===== src/rtl/core/stq_pkg.sv =====
// ----------------------------------------------------------------------------
// stq_pkg: shared types and codes of the sorted task queue
// Field widths, opcodes, status codes and the structs that run along the
// cell chain.
// ----------------------------------------------------------------------------
package stq_pkg;

  localparam int ID_W    = 4;
  localparam int OPC_W   = 2;
  localparam int STAT_W  = 2;
  localparam int CNT_W   = 5;
  localparam int NUM_IDS = 1 << ID_W;

  localparam logic [OPC_W-1:0] OP_INSERT  = 2'd0;
  localparam logic [OPC_W-1:0] OP_EXTRACT = 2'd1;
  localparam logic [OPC_W-1:0] OP_DELETE  = 2'd2;

  localparam logic [STAT_W-1:0] ST_OK     = 2'd0;
  localparam logic [STAT_W-1:0] ST_EMPTY  = 2'd1;
  localparam logic [STAT_W-1:0] ST_ABSENT = 2'd2;
  localparam logic [STAT_W-1:0] ST_DUP    = 2'd3;

  // one queue slot
  typedef struct packed {
    logic            vld;
    logic [ID_W-1:0] id;
  } ent_t;

  // operation token walking down the chain
  typedef struct packed {
    logic            vld;  // token present at this cell
    logic            ins;  // 1 insert, 0 remove
    logic            hit;  // insert placed / remove target found
    logic            cv;   // insert still carries an entry
    logic [ID_W-1:0] id;   // carried id (insert) or target id (remove)
  } tok_t;

endpackage


===== src/rtl/core/stq_if.sv =====
// ----------------------------------------------------------------------------
// stq_if: channel interfaces of the sorted task queue
// Request, result and configuration channels with valid/ready.
// ----------------------------------------------------------------------------
interface stq_in_if;
  logic        valid;
  logic        ready;
  logic [1:0]  opcode;
  logic [3:0]  task_id;
  logic [31:0] sort_key;

  modport source (output valid, opcode, task_id, sort_key, input ready);
  modport sink   (input valid, opcode, task_id, sort_key, output ready);
endinterface

interface stq_out_if;
  logic       valid;
  logic       ready;
  logic [1:0] status;
  logic [3:0] extracted_task;
  logic       extracted_valid;
  logic [3:0] head_task;
  logic       head_valid;
  logic [4:0] entry_count;

  modport source (output valid, status, extracted_task, extracted_valid,
                  head_task, head_valid, entry_count, input ready);
  modport sink   (input valid, status, extracted_task, extracted_valid,
                  head_task, head_valid, entry_count, output ready);
endinterface

interface stq_cfg_if;
  logic valid;
  logic ready;
  logic order_mode;

  modport source (output valid, order_mode, input ready);
  modport sink   (input valid, order_mode, output ready);
endinterface


===== src/rtl/core/stq_cell.sv =====
// ----------------------------------------------------------------------------
// stq_cell: one slot of the sorted task queue
// Holds one entry and acts on the token passing by: an insert drops its
// carried entry here and carries the old one on; a remove pulls the right
// neighbor's entry in once the target has been seen.
// ----------------------------------------------------------------------------
module stq_cell
  import stq_pkg::*;
#(
  parameter int KEY_WIDTH = 32
) (
  input  logic                 clk,
  input  logic                 rst_n,
  input  logic                 mode,
  input  tok_t                 tok_in,
  input  logic [KEY_WIDTH-1:0] tkey_in,
  output tok_t                 tok_out,
  output logic [KEY_WIDTH-1:0] tkey_out,
  input  ent_t                 nbr_ent,
  input  logic [KEY_WIDTH-1:0] nbr_key,
  output ent_t                 ent,
  output logic [KEY_WIDTH-1:0] ent_key
);

  ent_t                 ent_r, ent_nxt;
  logic [KEY_WIDTH-1:0] ekey_r, ekey_nxt;
  tok_t                 tok_r, tok_nxt;
  logic [KEY_WIDTH-1:0] tkey_r, tkey_nxt;
  logic                 goes_before;
  logic                 place;

  assign goes_before = mode ? (tkey_in < ekey_r) : (tkey_in > ekey_r);
  assign place = tok_in.cv && (tok_in.hit || !ent_r.vld || goes_before);

  always_comb begin
    ent_nxt  = ent_r;
    ekey_nxt = ekey_r;
    tok_nxt  = tok_in;
    tkey_nxt = tkey_in;
    if (tok_in.vld) begin
      if (tok_in.ins) begin
        if (place) begin
          // take the carried entry, pass the displaced one on
          ent_nxt.vld = 1'b1;
          ent_nxt.id  = tok_in.id;
          ekey_nxt    = tkey_in;
          tok_nxt.hit = 1'b1;
          tok_nxt.cv  = ent_r.vld;
          tok_nxt.id  = ent_r.id;
          tkey_nxt    = ekey_r;
        end
      end else if (tok_in.hit || (ent_r.vld && ent_r.id == tok_in.id)) begin
        // close the gap: shift the right neighbor up
        ent_nxt     = nbr_ent;
        ekey_nxt    = nbr_key;
        tok_nxt.hit = 1'b1;
      end
    end
  end

  always_ff @(posedge clk) begin
    if (!rst_n) begin
      ent_r <= '0;
      tok_r <= '0;
    end else begin
      ent_r <= ent_nxt;
      tok_r <= tok_nxt;
    end
  end

  always_ff @(posedge clk) begin
    ekey_r <= ekey_nxt;
    tkey_r <= tkey_nxt;
  end

  assign tok_out  = tok_r;
  assign tkey_out = tkey_r;
  assign ent      = ent_r;
  assign ent_key  = ekey_r;

endmodule


===== src/rtl/core/sorted_task_queue.sv =====
// ----------------------------------------------------------------------------
// sorted_task_queue: ordered task queue for a scheduler
// Insert, extract-head and delete on a sorted list of task ids with keys.
// ----------------------------------------------------------------------------
// Usage:
//   in_ch  carries one request (opcode, task_id, sort_key); in_ch.ready is
//          high while no request is in progress.
//   out_ch returns one result per request: status, extracted task, head
//          and entry count after the request.
//   cfg_ch writes order_mode (0 key descending, 1 key ascending); always
//          ready, write it only while the queue is idle.
// Walk: a request that changes the list sends a token down the chain of
//   MAX_TASKS cells, one cell per cycle; a refused request or an unused
//   opcode goes straight to the result state. One request is in progress
//   at a time.
// Reset: rst_n clears the list, the membership flags, the count and the
//   mode. No clearing pass is needed.
// Stall: a result waits in the output register while out_ch.ready is low;
//   the next request is accepted meanwhile, and its result waits until the
//   output register frees up.
// ----------------------------------------------------------------------------
module sorted_task_queue
  import stq_pkg::*;
#(
  parameter int MAX_TASKS = 16,
  parameter int KEY_WIDTH = 32
) (
  input logic       clk,
  input logic       rst_n,
  stq_in_if.sink    in_ch,
  stq_out_if.source out_ch,
  stq_cfg_if.sink   cfg_ch
);

  localparam logic [1:0] S_IDLE = 2'd0;
  localparam logic [1:0] S_WALK = 2'd1;
  localparam logic [1:0] S_DONE = 2'd2;

  logic [1:0]             state_r, state_nxt;
  logic                   mode_r;
  logic [NUM_IDS-1:0]     flags_r, flags_nxt;
  logic [CNT_W-1:0]       cnt_r, cnt_nxt;
  logic [STAT_W-1:0]      res_status_r, res_status_nxt;
  logic [ID_W-1:0]        res_ext_id_r, res_ext_id_nxt;
  logic                   res_ext_vld_r, res_ext_vld_nxt;

  logic                   out_vld_r;
  logic [STAT_W-1:0]      out_status_r;
  logic [ID_W-1:0]        out_ext_id_r;
  logic                   out_ext_vld_r;
  logic [ID_W-1:0]        out_head_r;
  logic                   out_head_vld_r;
  logic [CNT_W-1:0]       out_cnt_r;

  tok_t                   tok_c  [MAX_TASKS+1];
  logic [KEY_WIDTH-1:0]   tkey_c [MAX_TASKS+1];
  ent_t                   ent_c  [MAX_TASKS+1];
  logic [KEY_WIDTH-1:0]   ekey_c [MAX_TASKS+1];

  logic                   accept;
  logic                   in_range;
  logic                   is_member;
  logic                   out_load;
  tok_t                   launch;

  assign in_ch.ready  = (state_r == S_IDLE);
  assign cfg_ch.ready = 1'b1;
  assign accept       = in_ch.valid && in_ch.ready;
  assign in_range     = 32'(in_ch.task_id) < 32'(MAX_TASKS);
  assign is_member    = flags_r[in_ch.task_id];
  assign out_load     = (state_r == S_DONE) && (!out_vld_r || out_ch.ready);

  // decode the request against the membership flags and the head slot
  always_comb begin
    flags_nxt       = flags_r;
    cnt_nxt         = cnt_r;
    res_status_nxt  = res_status_r;
    res_ext_id_nxt  = res_ext_id_r;
    res_ext_vld_nxt = res_ext_vld_r;
    launch          = '0;
    if (accept) begin
      res_status_nxt  = ST_OK;
      res_ext_id_nxt  = '0;
      res_ext_vld_nxt = 1'b0;
      unique case (in_ch.opcode)
        OP_INSERT: begin
          if (in_range && !is_member) begin
            launch.vld = 1'b1;
            launch.ins = 1'b1;
            launch.cv  = 1'b1;
            launch.id  = in_ch.task_id;
            flags_nxt[in_ch.task_id] = 1'b1;
            cnt_nxt = cnt_r + CNT_W'(1);
          end else begin
            res_status_nxt = ST_DUP;
          end
        end
        OP_EXTRACT: begin
          if (ent_c[0].vld) begin
            launch.vld      = 1'b1;
            launch.id       = ent_c[0].id;
            res_ext_id_nxt  = ent_c[0].id;
            res_ext_vld_nxt = 1'b1;
            flags_nxt[ent_c[0].id] = 1'b0;
            cnt_nxt = cnt_r - CNT_W'(1);
          end else begin
            res_status_nxt = ST_EMPTY;
          end
        end
        OP_DELETE: begin
          if (in_range && is_member) begin
            launch.vld = 1'b1;
            launch.id  = in_ch.task_id;
            flags_nxt[in_ch.task_id] = 1'b0;
            cnt_nxt = cnt_r - CNT_W'(1);
          end else begin
            res_status_nxt = ST_ABSENT;
          end
        end
        default: begin
        end
      endcase
    end
  end

  assign tok_c[0]          = launch;
  assign tkey_c[0]         = KEY_WIDTH'(in_ch.sort_key);
  assign ent_c[MAX_TASKS]  = '0;
  assign ekey_c[MAX_TASKS] = '0;

  for (genvar i = 0; i < MAX_TASKS; i++) begin : g_cell
    stq_cell #(
      .KEY_WIDTH (KEY_WIDTH)
    ) u_cell (
      .clk      (clk),
      .rst_n    (rst_n),
      .mode     (mode_r),
      .tok_in   (tok_c[i]),
      .tkey_in  (tkey_c[i]),
      .tok_out  (tok_c[i+1]),
      .tkey_out (tkey_c[i+1]),
      .nbr_ent  (ent_c[i+1]),
      .nbr_key  (ekey_c[i+1]),
      .ent      (ent_c[i]),
      .ent_key  (ekey_c[i])
    );
  end

  always_comb begin
    state_nxt = state_r;
    unique case (state_r)
      S_IDLE: begin
        if (accept) begin
          state_nxt = launch.vld ? S_WALK : S_DONE;
        end
      end
      S_WALK: begin
        if (tok_c[MAX_TASKS].vld) begin
          state_nxt = S_DONE;
        end
      end
      S_DONE: begin
        if (out_load) begin
          state_nxt = S_IDLE;
        end
      end
      default: state_nxt = S_IDLE;
    endcase
  end

  always_ff @(posedge clk) begin
    if (!rst_n) begin
      state_r   <= S_IDLE;
      mode_r    <= 1'b0;
      flags_r   <= '0;
      cnt_r     <= '0;
      out_vld_r <= 1'b0;
    end else begin
      state_r <= state_nxt;
      flags_r <= flags_nxt;
      cnt_r   <= cnt_nxt;
      if (cfg_ch.valid) begin
        mode_r <= cfg_ch.order_mode;
      end
      if (out_load) begin
        out_vld_r <= 1'b1;
      end else if (out_ch.ready) begin
        out_vld_r <= 1'b0;
      end
    end
  end

  always_ff @(posedge clk) begin
    res_status_r  <= res_status_nxt;
    res_ext_id_r  <= res_ext_id_nxt;
    res_ext_vld_r <= res_ext_vld_nxt;
    if (out_load) begin
      out_status_r   <= res_status_r;
      out_ext_id_r   <= res_ext_id_r;
      out_ext_vld_r  <= res_ext_vld_r;
      out_head_r     <= ent_c[0].vld ? ent_c[0].id : '0;
      out_head_vld_r <= ent_c[0].vld;
      out_cnt_r      <= cnt_r;
    end
  end

  assign out_ch.valid           = out_vld_r;
  assign out_ch.status          = out_status_r;
  assign out_ch.extracted_task  = out_ext_id_r;
  assign out_ch.extracted_valid = out_ext_vld_r;
  assign out_ch.head_task       = out_head_r;
  assign out_ch.head_valid      = out_head_vld_r;
  assign out_ch.entry_count     = out_cnt_r;

`ifndef SYNTHESIS
  a_cnt_flags: assert property (@(posedge clk) disable iff (!rst_n)
    32'(cnt_r) == $countones(flags_r))
    else $error("entry count disagrees with membership flags");

  a_head_idle: assert property (@(posedge clk) disable iff (!rst_n)
    (state_r == S_IDLE) |-> (ent_c[0].vld == (cnt_r != '0)))
    else $error("head slot disagrees with entry count");

  a_head_cnt: assert property (@(posedge clk) disable iff (!rst_n)
    out_vld_r |-> (out_head_vld_r == (out_cnt_r != '0)))
    else $error("head_valid disagrees with entry_count");

  a_ext_ok: assert property (@(posedge clk) disable iff (!rst_n)
    (out_vld_r && out_ext_vld_r) |-> (out_status_r == ST_OK))
    else $error("extracted task with error status");

  a_walk_end: assert property (@(posedge clk) disable iff (!rst_n)
    tok_c[MAX_TASKS].vld |-> (state_r == S_WALK))
    else $error("token left the chain outside a walk");
`endif

endmodule


===== src/flat_wrapper.sv =====
// flat-port wrapper written by rule: the top's interface ports become plain ports
module sorted_task_queue_flat import stq_pkg::*;
#(
  parameter int MAX_TASKS = 16,
  parameter int KEY_WIDTH = 32
)
  (clk, rst_n, in_ch_valid, in_ch_opcode, in_ch_task_id, in_ch_sort_key, in_ch_ready, out_ch_valid, out_ch_status, out_ch_extracted_task, out_ch_extracted_valid, out_ch_head_task, out_ch_head_valid, out_ch_entry_count, out_ch_ready, cfg_ch_valid, cfg_ch_order_mode, cfg_ch_ready);
  stq_in_if in_ch_i ();
  stq_out_if out_ch_i ();
  stq_cfg_if cfg_ch_i ();
  input logic clk;
  input logic rst_n;
  input wire logic [$bits(in_ch_i.valid)-1:0] in_ch_valid;
  input wire logic [$bits(in_ch_i.opcode)-1:0] in_ch_opcode;
  input wire logic [$bits(in_ch_i.task_id)-1:0] in_ch_task_id;
  input wire logic [$bits(in_ch_i.sort_key)-1:0] in_ch_sort_key;
  output wire logic [$bits(in_ch_i.ready)-1:0] in_ch_ready;
  output wire logic [$bits(out_ch_i.valid)-1:0] out_ch_valid;
  output wire logic [$bits(out_ch_i.status)-1:0] out_ch_status;
  output wire logic [$bits(out_ch_i.extracted_task)-1:0] out_ch_extracted_task;
  output wire logic [$bits(out_ch_i.extracted_valid)-1:0] out_ch_extracted_valid;
  output wire logic [$bits(out_ch_i.head_task)-1:0] out_ch_head_task;
  output wire logic [$bits(out_ch_i.head_valid)-1:0] out_ch_head_valid;
  output wire logic [$bits(out_ch_i.entry_count)-1:0] out_ch_entry_count;
  input wire logic [$bits(out_ch_i.ready)-1:0] out_ch_ready;
  input wire logic [$bits(cfg_ch_i.valid)-1:0] cfg_ch_valid;
  input wire logic [$bits(cfg_ch_i.order_mode)-1:0] cfg_ch_order_mode;
  output wire logic [$bits(cfg_ch_i.ready)-1:0] cfg_ch_ready;
  assign in_ch_i.valid = in_ch_valid;
  assign in_ch_i.opcode = in_ch_opcode;
  assign in_ch_i.task_id = in_ch_task_id;
  assign in_ch_i.sort_key = in_ch_sort_key;
  assign in_ch_ready = in_ch_i.ready;
  assign out_ch_valid = out_ch_i.valid;
  assign out_ch_status = out_ch_i.status;
  assign out_ch_extracted_task = out_ch_i.extracted_task;
  assign out_ch_extracted_valid = out_ch_i.extracted_valid;
  assign out_ch_head_task = out_ch_i.head_task;
  assign out_ch_head_valid = out_ch_i.head_valid;
  assign out_ch_entry_count = out_ch_i.entry_count;
  assign out_ch_i.ready = out_ch_ready;
  assign cfg_ch_i.valid = cfg_ch_valid;
  assign cfg_ch_i.order_mode = cfg_ch_order_mode;
  assign cfg_ch_ready = cfg_ch_i.ready;
  sorted_task_queue #(.MAX_TASKS(MAX_TASKS), .KEY_WIDTH(KEY_WIDTH)) u_core (.clk(clk), .rst_n(rst_n), .in_ch(in_ch_i), .out_ch(out_ch_i), .cfg_ch(cfg_ch_i));
endmodule

===== config.mk =====
export PLATFORM = sky130hd
export DESIGN_NAME = sorted_task_queue_flat
export DESIGN_NICKNAME = d
export VERILOG_FILES = /design/src/rtl/core/stq_pkg.sv /design/src/rtl/core/stq_if.sv /design/src/rtl/core/stq_cell.sv /design/src/rtl/core/sorted_task_queue.sv /design/src/flat_wrapper.sv
export SDC_FILE = /design/constraint.sdc
export NUM_CORES = 2
export LEC_CHECK = 0
export BUFFER_PORTS_ARGS = -buffer_cell sky130_fd_sc_hd__buf_2
export CAP_MARGIN = 10
export CELL_PAD_IN_SITES_DETAIL_PLACEMENT = 2
export CELL_PAD_IN_SITES_GLOBAL_PLACEMENT = 2
export CORE_MARGIN = 2
export CORE_UTILIZATION = 35
export CTS_CLUSTER_SIZE = 40
export DETAILED_ROUTE_END_ITERATION = 6
export PLACE_DENSITY = 0.79
export SLEW_MARGIN = 20
export SYNTH_ARGS = -nofsm -noshare
export SYNTH_HDL_FRONTEND = slang
export SYNTH_SLANG_ARGS = --single-unit

===== constraint.sdc =====
create_clock -name clk -period 8.7 [get_ports clk]
set_input_delay 0 -clock clk [delete_from_list [all_inputs] [get_ports clk]]
set_output_delay 0 -clock clk [all_outputs]
set_load 0.005 [all_outputs]

# Word level (Yosys, flattened, before mapping)
# Cells that the tools add are included.
# word_totals
word_cells,646
in_bits,44
register_bits,1242
out_inout_bits,20
# op_classes
n_reduce_logical,139
addsub,2
magnitude_cmp,36
muxes,269
eq_ne,42
bitwise_logic,5
# ops
operator,n
2-to-1 mux 32 bit,93
greater-than comparator 32 bit,16
less-than comparator 32 bit,16
2-to-1 mux 5 bit,69
2-to-1 mux 6 bit,29
== test 4 bit,16
2-to-1 mux 1 bit,56
AND reduction 3 bit,17
2-to-1 mux 16 bit,3
one-hot mux 16 bit (3 select lines),1
logical OR 1 bit,47
"!= test 2 bit, second input constant",19
logical AND 1 bit,36
nonzero test 2 bit,17
AND 16 bit,2
inverter 16 bit,2
logical NOT 1 bit,17
2-to-1 mux 2 bit,8
OR 16 bit,1
one-hot mux 5 bit (3 select lines),1
one-hot mux 2 bit (3 select lines),2
one-hot mux 4 bit (3 select lines),1
"less-than comparator 4 x 5 -> 1 bit, second input constant",2
demux 1 bit (select 4 bit),2
13 further kinds,20

# Logic depth before layout (Yosys ltp)
# depth
word_depth,9
mapped_depth,13
mapped_depth_nobuf,11

# By module
# From an unflattened synthesis, not the netlist that was laid out.
# hier_totals
hier_cells,5916
hier_area_um2,62409.9
# by_module_without_submodules
mod,cells_per_inst,instances,area_each_um2
stq_cell at u_core.g_cell[0].u_cell ...,356,15,3717.3
stq_cell at u_core.g_cell[9].u_cell,320,1,3971.3
sorted_task_queue,256,1,2678.8

# Worst setup path before layout
# No wires, ideal clock.
# synth_timing
path_type,register to register
start,reg u_core.g_cell[15].u_cell.ekey_r[7]
end,reg u_core.g_cell[15].u_cell.ent_r (netlist bit u_core.g_cell[15].u_cell.ent[0])
setup_slack_ns,4.639
n_path_buf,0
arrival_ns,3.847
stages_incl_launch_ff,12
t_required_ns,8.485
path_cell_list,edfxtp_1 > inv_1 > ha_1 > a211oi_1 > o21ai_0 > a221oi_1 > o211ai_1 > a2111oi_0 > a211oi_1 > nand2b_1 > a21oi_1 > o21ai_0
# synth_via
elab_chain_cells,6
# synth_lines
element,line,text
"start, declared",stq_cell.sv:26,"logic [KEY_WIDTH-1:0] ekey_r, ekey_nxt;"
"start signal, assigned",stq_cell.sv:72,ekey_r <= ekey_nxt;
greater-than comparator 32 bit / less-than comparator 32 bit (equally long branches),stq_cell.sv:32,assign goes_before = mode ? (tkey_in < ekey_r) : (tkey_in > ekey_r);
2-to-1 mux 1 bit *,stq_cell.sv:32,
logical OR 1 bit *,stq_cell.sv:33,assign place = tok_in.cv && (tok_in.hit || !ent_r.vld || goes_before);
logical AND 1 bit *,stq_cell.sv:33,
!= test 2 bit (no line) *,--,
AND reduction 3 bit (no line) *,--,
"end signal, assigned",stq_cell.sv:66,ent_r <= ent_nxt;
"end, declared",stq_cell.sv:25,"ent_t ent_r, ent_nxt;"
# Mark *: on every way between the ends. The rest lies on a longest branch, timed or not.
# A chain may end at the register's enable or synchronous reset.

# Worst setup path after layout
# layout_timing
start,reg u_core.g_cell[13].u_cell.ekey_r[31]
end,reg u_core.g_cell[13].u_cell.tkey_r[14]
# layout_via
elab_chain_cells,7
# layout_lines
element,line,text
"start, declared",stq_cell.sv:26,
"start signal, assigned",stq_cell.sv:72,
greater-than comparator 32 bit / less-than comparator 32 bit (equally long branches),stq_cell.sv:32,
2-to-1 mux 1 bit *,stq_cell.sv:32,
logical OR 1 bit *,stq_cell.sv:33,
logical AND 1 bit *,stq_cell.sv:33,
2-to-1 mux 32 bit *,stq_cell.sv:42,if (place) begin
2-to-1 mux 32 bit *,stq_cell.sv:41,if (tok_in.ins) begin
2-to-1 mux 32 bit *,stq_cell.sv:40,if (tok_in.vld) begin
named net u_core.g_cell[13].u_cell.tkey_nxt[14],stq_cell.sv:28,"logic [KEY_WIDTH-1:0] tkey_r, tkey_nxt;"
"end signal, assigned",stq_cell.sv:73,tkey_r <= tkey_nxt;
"end, declared",stq_cell.sv:28,
# The timed path passes the listed nets; every way through them passes the cells marked *.

==> metrics.cfg <==
[outcome]
status=finished, final reports clean

[detailed_routing]
wl_per_cell_um=22.6
wl_mm=188
drc=0
num_vias=44754
first_pass_iters=6
ant_nets=0
drt_iter0_markers=2221
viasPerCell=5.38

[hold_path]
min_to=u_core.g_cell[0].u_cell.tkey_out[9]$_DFF_P_
holdPathStages=4
min_from=in_ch_sort_key[9]
hold_class=in2reg

[cells_and_area]
area_delta_synth_final_pct=13.1
drive_above_1_share_pct=11.6
nNetsFinal=6558
layout_commonest_cell=nand2_1
final_area_um2=67800
fillers=17762
seq_area_um2=30200
final_cell_mix=888 x nand2_1, 813 x o21ai_0, 691 x dfxtp_1
multi_input_area_um2=26700

[floorplan]
core_area_um2=170000
num_rows=151
num_io_pins=64
start_util_pct=35.3
dieHeight_um=418
die-area_um2=175000
die_w_um=418

[cts]
clkSinkCount=1242
cts_tree=yes
cts_setup_buffers=0
cts_buffer_depth=3
clock_latency_ps=790
cts-resized-gates=0
path_clk_slew_ps=60
numCtsBuffers=138
ctsHtreeMaxLevel=4
root_buffer=clkbuf_16

[logic_synthesis]
synth_edf_count=536
synth_seq_area_share_pct=50.4
ys_types=92
synthCells=5931
synth.avg_cell_area_um2=10.1
syn_nets=6496
synthFlopType=dfxtp_1
synth_top_area_cell=edfxtp_1
ys_warn_count=0
synth_area_um2=60000
synthArstFlopShare_pct=0
synth_area_leaders=edfxtp_1 27%, dfxtp_1 24%, ha_1 11%
ys_seq_elements=1242
yosysTopAreaCellShare_pct=26.8

[setup_path]
r2r_end=u_core.g_cell[13].u_cell.tkey_out[14]$_DFF_P_
cp.arrival_ps=5060
critPathLaunchType=flip-flop
critical_path_class=reg2reg
cp.required_ps=9370
critPathMaxFanout=36
rrSetupSlack_ps=4310
end_kind=flip-flop
reg2reg_depth=9
reg2reg_from=u_core.g_cell[13].u_cell.ent_key[31]$_DFFE_PP_

[power]
p_leak_nw=27.8
power_density_nw_per_um2=195
ir_worst_vdd_uv=215

[run]
maxCapViolCount=0

[timing]
hold_viol=0
setup_viol=0
fin_crit_sh_pct=50.5
slew_violations=0
max_freq_ghz=0.228
relSlewSlack_pct=17.6
finClkSkew_ps=31.5
fin_crit_ps=4390
rsz0062_at_grt=false
fin_tns_setup_ps=0
tightest_slew_ps=1230

[place]
place_area_um2=62600
gp_routability_congestion=0.813
dp_hpwl_mm=130
place.port_buffers=62

[grt]
grt_max_degree=86
first_global_vias=50669
gr-total-overflow=0
grt_pass1_wl_mm=298
antenna_found_initial=4
track_usage_pct=21.5

## Yosys cell counts, drive strengths merged (14+ instances only)
| master | number |
|---|---|
| nor3 | 60 |
| ha | 520 |
| o21a | 27 |
| xor2 | 46 |
| a31oi | 36 |
| a21oi | 210 |
| a211oi | 25 |
| nand2b | 33 |
| and3 | 14 |
| o21ai | 817 |
| and2 | 69 |
| nand4 | 89 |
| nor2b | 37 |
| nor2 | 133 |
| inv | 566 |
| mux2i | 94 |
| a21o | 84 |
| xnor2 | 19 |
| buf | 60 |
| mux2 | 352 |
| nand3 | 91 |
| nand2 | 890 |
| o311a | 15 |
| clkbuf | 195 |
| edfxtp | 536 |
| nor4 | 22 |
| dfxtp | 706 |
## cell families after synthesis
family / after synthesis / share of synthesized area (%)
AOI/OAI and AO/OA: 1346 / 13.0
xor gates and xnor gates: 65 / 0.950
adders and majority gates: 521 / 10.9
buffers and inverters: 821 / 5.27
DFF: 1242 / 50.4
muxes: 450 / 8.38
other: 1 / 0.00626
and+or+nand+nor: 1485 / 11.1
## worst max-delay path, stage by stage (launching register included)
cell and delay (ps):
edfxtp_1 360, inv_1 80, ha_1 320, nand4_1 150, or2_2 340, nor4_1 670, a211oi_1 220, mux2i_1 640
a31o_2 1010, mux2_2 450
## where the power goes
part	internal, mW	switching, mW	total [mW]
logic	0.335	0.449	0.784
clock network	3.50	2.49	5.99
registers	6.23	0.209	6.44
total	10.1	3.15	13.2
## final cells by class
type / instances / area share [%]
diodes: 3 / 0.0111
clock buffers: 201 / 6.05
clock inverters: 46 / 0.650
inverters: 566 / 3.13
multi-input cells: 3868 / 39.4
flip-flops and latches: 1242 / 44.6
well taps: 2218 / 4.09
repair buffers: 177 / 1.99
## timing repair
action                     in CTS  in global routing
hold buffers                   63                  0
hold endpoints to repair      147                  0
setup endpoints to repair       0                  0
## how the worst max path moves through the flow
stage / cells after the start / slack (ps) / to / startpoint
2_1_floorplan: 11 / 4640 / u_core.g_cell[15].u_cell.ent[0]$_SDFFE_PN0P_ / u_core.g_cell[15].u_cell.ent_key[7]$_SDFFCE_PN0P_
3_3_place_gp: 9 / 4520 / u_core.g_cell[13].u_cell.tkey_out[27]$_DFF_P_ / u_core.g_cell[13].u_cell.ent_key[29]$_DFFE_PP_
3_5_place_dp: 9 / 4400 / u_core.g_cell[13].u_cell.tkey_out[24]$_DFF_P_ / u_core.g_cell[13].u_cell.ent_key[31]$_DFFE_PP_
4_1_cts: 9 / 4310 / u_core.g_cell[13].u_cell.tkey_out[14]$_DFF_P_ / u_core.g_cell[13].u_cell.ent_key[31]$_DFFE_PP_
5_1_grt: 9 / 4210 / u_core.g_cell[13].u_cell.tkey_out[14]$_DFF_P_ / u_core.g_cell[13].u_cell.ent_key[31]$_DFFE_PP_
6_report: 9 / 4310 / u_core.g_cell[13].u_cell.tkey_out[14]$_DFF_P_ / u_core.g_cell[13].u_cell.ent_key[31]$_DFFE_PP_
## state kept, by name (all words and copies together), names as in the netlist, 2 cells and up
signal,flops
u_core.cnt_r,5
u_core.flags_r,16
u_core.g_cell.u_cell.ent,80
u_core.g_cell.u_cell.ent_key,512
u_core.g_cell.u_cell.tkey_out,480
u_core.g_cell.u_cell.tok_out,121
u_core.out_ch.entry_count,5
u_core.out_ch.extracted_task,4
u_core.out_ch.head_task,4
u_core.out_ch.status,2
u_core.res_ext_id_r,4
u_core.res_status_r,2
u_core.state_r,2
## stage by stage
step	utilization (%)	total power, mW	setup WS, ps	cells	hold slack (ps)
2_1_floorplan	-	6.96	4640	5931	109
3_3_place_gp	36.8	7.22	4520	8007	240
4_1_cts	39.9	13.3	4310	8318	13.5
6_report	39.9	13.2	4310	8321	81.7
5_1_grt	39.9	13.7	4210	8318	59.4
3_5_place_dp	36.8	7.28	4400	8008	252
## routing by layer
layer  routed length (um)  global-route usage [%]  part of all wire [%]  up-vias
li1                     -                       -                     -    20953
met1                84800                    27.6                    45    22948
met2                94700                    38.2                    50      596
met3                 5020                    2.65                   2.7      255
met4                 3720                    5.28                   2.0        2
met5                    8                       0                0.0042        -
Power figures use the tool's default switching activity.
